**src/rtl/core/brf_div.sv**
```systemverilog
// ----------------------------------------------------------------------------
// brf_div
// Divide by the word size: bit position -> word, offset (reciprocal multiply).
// ----------------------------------------------------------------------------
module brf_div #(
	parameter int DIV_W     = 21,
	parameter int WORD_BITS = 32
) (
	input  logic                           clk,
	input  logic                           arst_n,
	input  logic                           go,
	input  logic [DIV_W-1:0]               dividend,
	output logic                           done,
	output logic [DIV_W-1:0]               quotient,
	output logic [$clog2(WORD_BITS)-1:0]   remainder
);
	localparam int OFF_W  = $clog2(WORD_BITS);
	// m = ceil(2**(DIV_W + OFF_W) / WORD_BITS) is exact for every DIV_W-bit input
	localparam int SH     = DIV_W + OFF_W;
	localparam int M_W    = DIV_W + 2;
	localparam int PROD_W = DIV_W + M_W;
	localparam longint M_L = ((longint'(1) << SH) + longint'(WORD_BITS) - 1)
		/ longint'(WORD_BITS);
	localparam logic [M_W-1:0]   M_V = M_W'(M_L);
	localparam logic [DIV_W-1:0] D_V = DIV_W'(WORD_BITS);

	logic              p1_q;
	logic              p2_q;
	logic [DIV_W-1:0]  x_q;
	logic [DIV_W-1:0]  q_q;
	logic [PROD_W-1:0] prod;
	logic [DIV_W-1:0]  qd;

	assign prod = PROD_W'(x_q) * PROD_W'(M_V);
	assign qd   = q_q * D_V;

	always_ff @(posedge clk or negedge arst_n) begin
		if (!arst_n) begin
			p1_q <= 1'b0;
			p2_q <= 1'b0;
		end else begin
			p1_q <= go;
			p2_q <= p1_q;
		end
	end

	// first latch the operand on go, then multiply and keep the quotient
	always_ff @(posedge clk) begin
		if (go) begin
			x_q <= dividend;
		end
		if (p1_q) begin
			q_q <= DIV_W'(prod >> SH);
		end
	end

	// remainder < WORD_BITS, so the low bits of x - q * WORD_BITS are enough
	assign done      = p2_q;
	assign quotient  = q_q;
	assign remainder = x_q[OFF_W-1:0] - qd[OFF_W-1:0];

endmodule
```
**config.mk**
```make
export PLATFORM = sky130hd
export DESIGN_NAME = brf_div
export DESIGN_NICKNAME = d
export VERILOG_FILES = /design/src/rtl/core/brf_div.sv
export SDC_FILE = /design/constraint.sdc
export NUM_CORES = 1
export LEC_CHECK = 0
export ABC_AREA = 1
export BUFFER_PORTS_ARGS = -buffer_cell sky130_fd_sc_hd__buf_2
export CAP_MARGIN = 20
export CELL_PAD_IN_SITES_DETAIL_PLACEMENT = 2
export CELL_PAD_IN_SITES_GLOBAL_PLACEMENT = 2
export CORE_AREA = 4 4 76 78
export CTS_BUF_LIST = sky130_fd_sc_hd__clkbuf_8
export CTS_CLUSTER_DIAMETER = 200
export DETAILED_ROUTE_END_ITERATION = 8
export DIE_AREA = 0 0 80 82
export PLACE_DENSITY_LB_ADDON = 0.1
export REMOVE_ABC_BUFFERS = 1
export SLEW_MARGIN = 20
export SYNTH_ARGS = -nofsm -noshare
export SYNTH_HDL_FRONTEND = slang
export SYNTH_SLANG_ARGS = --single-unit
```
**constraint.sdc**
```tcl
create_clock -name clk -period 1.5 [get_ports clk]
set_input_delay 0 -clock clk [delete_from_list [all_inputs] [get_ports clk]]
set_output_delay 0 -clock clk [all_outputs]
set_load 0.05 [all_outputs]
```
==> results of run 1 <==
[metal layers]
| metal | vias to the layer above | global-route usage, % | share of wire (%) |
|---|---|---|---|
| met5 | - | 0 | 0 |
| met2 | 32 | 14.0 | 57 |
| met1 | 330 | 7.27 | 35 |
| met3 | 3 | 3.18 | 7.7 |
| met4 | 0 | 3.55 | 0.78 |
| li1 | 310 | - | - |
[flip-flops by register name, indices dropped and copies added (netlist names)]
signal,cells
quotient,16
p1_q,1
done,1
x_q,21
[placed cells by master (no fill, tap or decap), drive strengths merged]
cell and count:
edfxtp 37, dfrtp 2, dlygate4sd3 22, clkinv 1
conb 5, clkbuf 5, inv 2, buf 46
[worst paths after layout]
kind / startpoint / slack, ns / endpoint
worst min register to register: x_q[18] / 0.42 / quotient[13]
max in group asynchronous: arst_n / 1.36 / done
worst min-delay path: arst_n / 0.03 / p1_q
min in group clk: go / 0.11 / p1_q
worst max-delay path: p1_q / 0.43 / quotient[0]
worst max register to register: p1_q / 0.43 / quotient[0]
[power by group]
part	total (W)	leakage [nW]	internal [W]	switching (W)
logic	0.000357	0.290	0.0000937	0.000263
registers	0.00132	0.385	0.00129	0.0000248
clock network	0.000641	0.0505	0.000312	0.000329
[repair_timing]
item                                   4_1_cts  5_1_grt
gates resized for setup                      0        0
hold buffers                                22        0
endpoints found under the hold margin       23        0
setup buffers                                0        0
[cells by family (layout without fill, tap and decap cells)]
| kind of cell | count (synthesis) | in the layout |
|---|---|---|
| other cells | 1 | 5 |
| flops | 39 | 39 |
| buf+inv | 10 | 76 |
[per-stage QoR]
| step | instances | hold WS [ns] |
|---|---|---|
| after floorplan | 44 | -0.296 |
| after global placement | 160 | -0.206 |
| after detailed placement | 160 | -0.208 |
| after CTS | 190 | 0.0231 |
| after global routing | 190 | 0.0375 |
| final | 190 | 0.0347 |
[layout make-up]
type	count	area, µm²	area share (%)
sequential	39	1160	64.4
tap	70	87.6	4.86
multi-input combinational	5	18.8	1.04
clock buffer	5	68.8	3.82
timing repair buffer	68	453	25.1
clock inverter	3	12.5	0.694
==> summary.txt, run 1 <==
Worst setup path
  – CP top delay family: flip-flops
  – CP cell instances: buf_4
  – CP max FO: 10
  – Critical Path RT: 1.49 ns
  – Worst R2R Path Depth: 1
  – Slowest cell on the critical path: dfrtp_1
  – Crit-path max cell delay: 0.52 ns
  – CP Class: reg -> reg
  – Number of cells on the critical path: 1
  – Crit path arrival time: 1.06 ns
  – Bufs and invs on worst path: 1
  – Crit end category: flop
  – Crit start category: flop

Place
  – Post-place instance area: around 1500 µm²
  – IO buf count: 45
  – Gpl congestion: 0.622
  – Dpl ws: 0.414 ns

Drt
  – Post-route ant nets: 0
  – DRC viols: 0
  – Post-Route WL: roughly 2300 µm
  – DR pass1 iterations: 4
  – Wire per inst: 12.2 µm
  – Via-per-instance ratio: 3.55
  – Vias: between 600 and 700
  – Drt initial violations: 55

Timing
  – Fin crit period: 1.07 ns
  – Max Clk Rate: 0.930 GHz
  – Endpoints failing setup: 0
  – Fin Setup TNS: 0 ns
  – Final hold vios: 0
  – RSZ-0062 raised after global routing: no
  – Final period util: ~70%
  – Max Clock Skew: between 0.005 and 0.006 ns
  – Pins Over Slew Limit: 0
  – Post-route setup slack: 0.425 ns

Cells and area
  – Nets: approximately 140
  – Core Util, Final: 35.5%
  – Post-route cell area: 1800 µm²
  – Share of layout cells above drive strength 1: between 40% and 50%
  – Area Growth Syn to Fin: 45.3%
  – Fillers: about 550
  – # diodes: 0

Global routing
  – Number of global-route vias before repair: 741
  – Total gr overflow: 0
  – Largest net degree at the start of global routing: 23
  – First-pass GRT wire length: 3610 µm
  – GRT Util Overall: around 7.6%
  – Initial antenna violation count: 0

Pwr
  – LEAKAGE: 0.726 nW
  – Power Total: 0.00232 W
  – Worst vdd ir: 0.545 mV
  – Pwr dens: approximately 1300 nW/µm²

Logic synthesis
  – Synth Area in Adders: 0%
  – Syn Inst Count: 50
  – Main synth FF type: edfxtp_1
  – Synth Area in Compound Gates: 0%
  – Ranking of synthesized cells by area: edfxtp_1 90%, buf_4 6.1%, dfrtp_1 4.0%
  – Yosys top cell by area: edfxtp_1
  – Syn avg cell area: 24.8 µm²
  – XOR/XNOR share of the synthesized area: 0%
  – Synth Register Bits: 39
  – Unique cell type count in the Yosys netlist: 4
  – Synth top area share: between 80% and 90%
  – EDFF count, synth: 37
  – Most numerous cell in the Yosys netlist: edfxtp_1
  – Mux cell area share after synthesis: 0%
  – Simple-gate portion of the synthesized area: 0%
  – Most frequent cells after synthesis: 37 x edfxtp_1, 10 x buf_4, 2 x dfrtp_1, 1 x conb_1
  – Sequential element share of the synthesized area: 93.6%
  – Post-synth ARST share: 5.13%
  – Synth Cell Area: 1240 µm²
  – Yosys warning count: 0
  – Largest family of logic cells by synthesized area: buffers and inverters

Hold path
  – Hold Path Class: in -> async

CTS
  – CTS root buf: clkbuf_8
  – CTS clk-pin slew, worst paths: roughly 0.070 ns
  – Max Root-Sink Buffers: 2
  – CTS Buf Count: 5
  – Clock tree sinks: 39
  – CTS tree: yes
  – Insertion delay to the later sink of the worst-skew pair: 0.28 ns
  – Max H-tree Level: 2

Die
  – Die Width: around 80 µm
  – Area of the core: between 5000 and 6000 µm²
  – Initial Util: 24.4%
  – Die Span Y: 82 µm
  – I/O Pins: 51
  – Die ar.: between 6000 and 7000 µm²
  – Cell Rows: 26

Job
  – Maximum capacitance violations: 0

Outcome
  – Run status: finished clean
Note: power is estimated with default switching activity, not from simulation.
==> run 2: changes to the inputs <==
==> constraint.sdc (replaced) <==
create_clock -name clk -period 1 [get_ports clk]
set_input_delay 0 -clock clk [delete_from_list [all_inputs] [get_ports clk]]
set_output_delay 0 -clock clk [all_outputs]
set_load 0.05 [all_outputs]
==> summary.txt, run 2 (same netlist as run 1, synthesis figures left out) <==
Worst setup path
  – Crit-path max cell delay: 0.34 ns (-0.18 ns)
  – Crit path arrival time: 0.89 ns (-0.17 ns)
  – Bufs and invs on worst path: 1 (unchanged)
  – CP cell instances: buf_2
  – Crit end category: output port
  – CP max FO: 1 (-9)
  – Crit start category: flop
  – CP Class: reg -> out
  – Critical Path RT: 1.00 ns (-0.49 ns)
  – Slowest cell on the critical path: edfxtp_1
  – CP top delay family: flip-flops

Drt
  – Post-route ant nets: 0 (unchanged)
  – DR pass1 iterations: 3 (-1)
  – Wire per inst: 12.5 µm (+2.6%)
  – Via-per-instance ratio: 3.55 (about the same)
  – Vias: 679 (+0.59%)
  – Post-Route WL: 2380 µm (+3.2%)
  – Drt initial violations: 40 (-27%)
  – DRC viols: 0 (unchanged)

CTS
  – CTS root buf: clkbuf_8
  – CTS clk-pin slew, worst paths: 0.07 ns (about the same)
  – Post-CTS Setup Bufs: 0 (unchanged)
  – Clock tree sinks: 39 (unchanged)
  – Post_cts resized: 0 (unchanged)
  – Max Root-Sink Buffers: 2 (unchanged)
  – CTS tree: yes
  – CTS Buf Count: 5 (unchanged)
  – Insertion delay to the later sink of the worst-skew pair: 0.28 ns (about the same)
  – Max H-tree Level: 2 (unchanged)

Timing
  – RSZ-0062 raised after global routing: no
  – Post-route setup slack: 0.111 ns (-0.315 ns)
  – Max Clk Rate: 1.12 GHz
  – Final period util: about nine tenths
  – Endpoints failing setup: 0 (unchanged)
  – Final hold vios: 0 (unchanged)
  – Max Clock Skew: 0.00686 ns (+0.000898 ns)
  – Pins Over Slew Limit: 0 (unchanged)
  – Fin crit period: 0.889 ns
  – Fin Setup TNS: 0 ns (unchanged)

Job
  – Maximum capacitance violations: 0 (unchanged)

Global routing
  – GRT Util Overall: 7.99% (+0.42 points)
  – Largest net degree at the start of global routing: 23 (unchanged)
  – First-pass GRT wire length: 3720 µm (+3.1%)
  – Number of global-route vias before repair: 759 (+2.4%)
  – Initial antenna violation count: 0 (unchanged)
  – Total gr overflow: 0 (unchanged)

Die
  – I/O Pins: 51 (unchanged)
  – Initial Util: 24.4% (unchanged)
  – Cell Rows: 26 (unchanged)
  – Die Span Y: 82 µm (unchanged)
  – Die ar.: 6560 µm² (unchanged)
  – Area of the core: 5070 µm² (unchanged)
  – Die Width: 80 µm (unchanged)

Cells and area
  – # diodes: 0 (unchanged)
  – Biggest register: x_q
  – Share of layout cells above drive strength 1: 44.6% (+1.3 points)
  – Area Growth Syn to Fin: 46.7%
  – Max reg flops: 21 (unchanged)
  – Core Util, Final: 35.8% (+0.35 points)
  – Most frequent cells in the layout: 45 x buf_2, 37 x edfxtp_1, 22 x dlygate4sd3_1
  – Most common cell after layout, fill and taps aside: buf_2
  – Nets: 144 (+0.70%)

Pwr
  – Flop pwr share: 55.3% (-1.6 points)
  – Clock share of power: 29.5% (+1.8 points)
  – Switching power: 0.000938 W (+52%)
  – Pint: 0.00263 W (+55%)
  – Gate power share: 15.2% (-0.2 points)
  – LEAKAGE: 0.733 nW (+0.92%)
  – Pwr dens: 1960 nW/µm² (+53%)
  – Switch share: 26.3% (-0.34 points)
  – Worst vdd ir: 0.696 mV (+28%)

Hold path
  – Hold Path Class: in -> async

Place
  – Gpl congestion: 0.633 (+1.9%)
  – IO buf count: 45 (unchanged)
  – Dpl ws: 0.165 ns (-0.249 ns)

Outcome
  – Run status: finished clean
==> run 2: worst paths after layout <==
kind	end	start	cells past startpoint	slack (ns)
max in group asynchronous	done	arst_n	2	0.87
min reg2reg	quotient[14]	x_q[19]	0	0.42
max reg2reg	quotient[0]	p1_q	1	0.17
min	p1_q	arst_n	2	0.03
min in group clk	p1_q	go	1	0.09
max	quotient[15]	quotient[15]	1	0.11
==> run 2: final cells by class <==
class	instances	area, µm²
fillers	543	3260
flip-flops and latches	39	1160
repair buffers	69	460
well taps	70	87.6
clock buffers	6	82.6
multi-input cells	5	18.8
clock inverters	2	8.76
==> run 2: metal layers <==
metal  wire (µm)  vias up  global-route usage, %
li1            -      311                      -
met1         772      328                   7.19
met2        1420       34                   15.2
met3         167        6                   3.29
met4          22        0                   4.05
met5           0        -                      0
==> run 2: power groups by stage <==
stage / clock (W) / sequential (W) / combinational, W
final: 0.00105 / 0.00197 / 0.000543
after global routing: 0.00118 / 0.00199 / 0.000567
after CTS: 0.00111 / 0.00198 / 0.000549
after detailed placement: 0 / 0.00201 / 0.000483
after global placement: 0 / 0.00201 / 0.000479
after floorplan: 0 / 0.00230 / 0.0000405
==> run 2: per-stage QoR <==
| stage | cells | hold slack (ns) | area, µm² | total power [W] |
|---|---|---|---|---|
| final | 191 | 0.0294 | 1820 | 0.00357 |
| after global routing | 191 | 0.0247 | 1820 | 0.00374 |
| after CTS | 191 | 0.0217 | 1820 | 0.00364 |
| after detailed placement | 161 | -0.206 | 1510 | 0.00250 |
| after global placement | 161 | -0.204 | 1510 | 0.00249 |
| after floorplan | 44 | -0.296 | 1180 | 0.00234 |
==> run 2: timing repair <==
action,CTS,global route
setup endpoints to repair,0,0
hold buffers,22,0
endpoints found under the hold margin,23,0
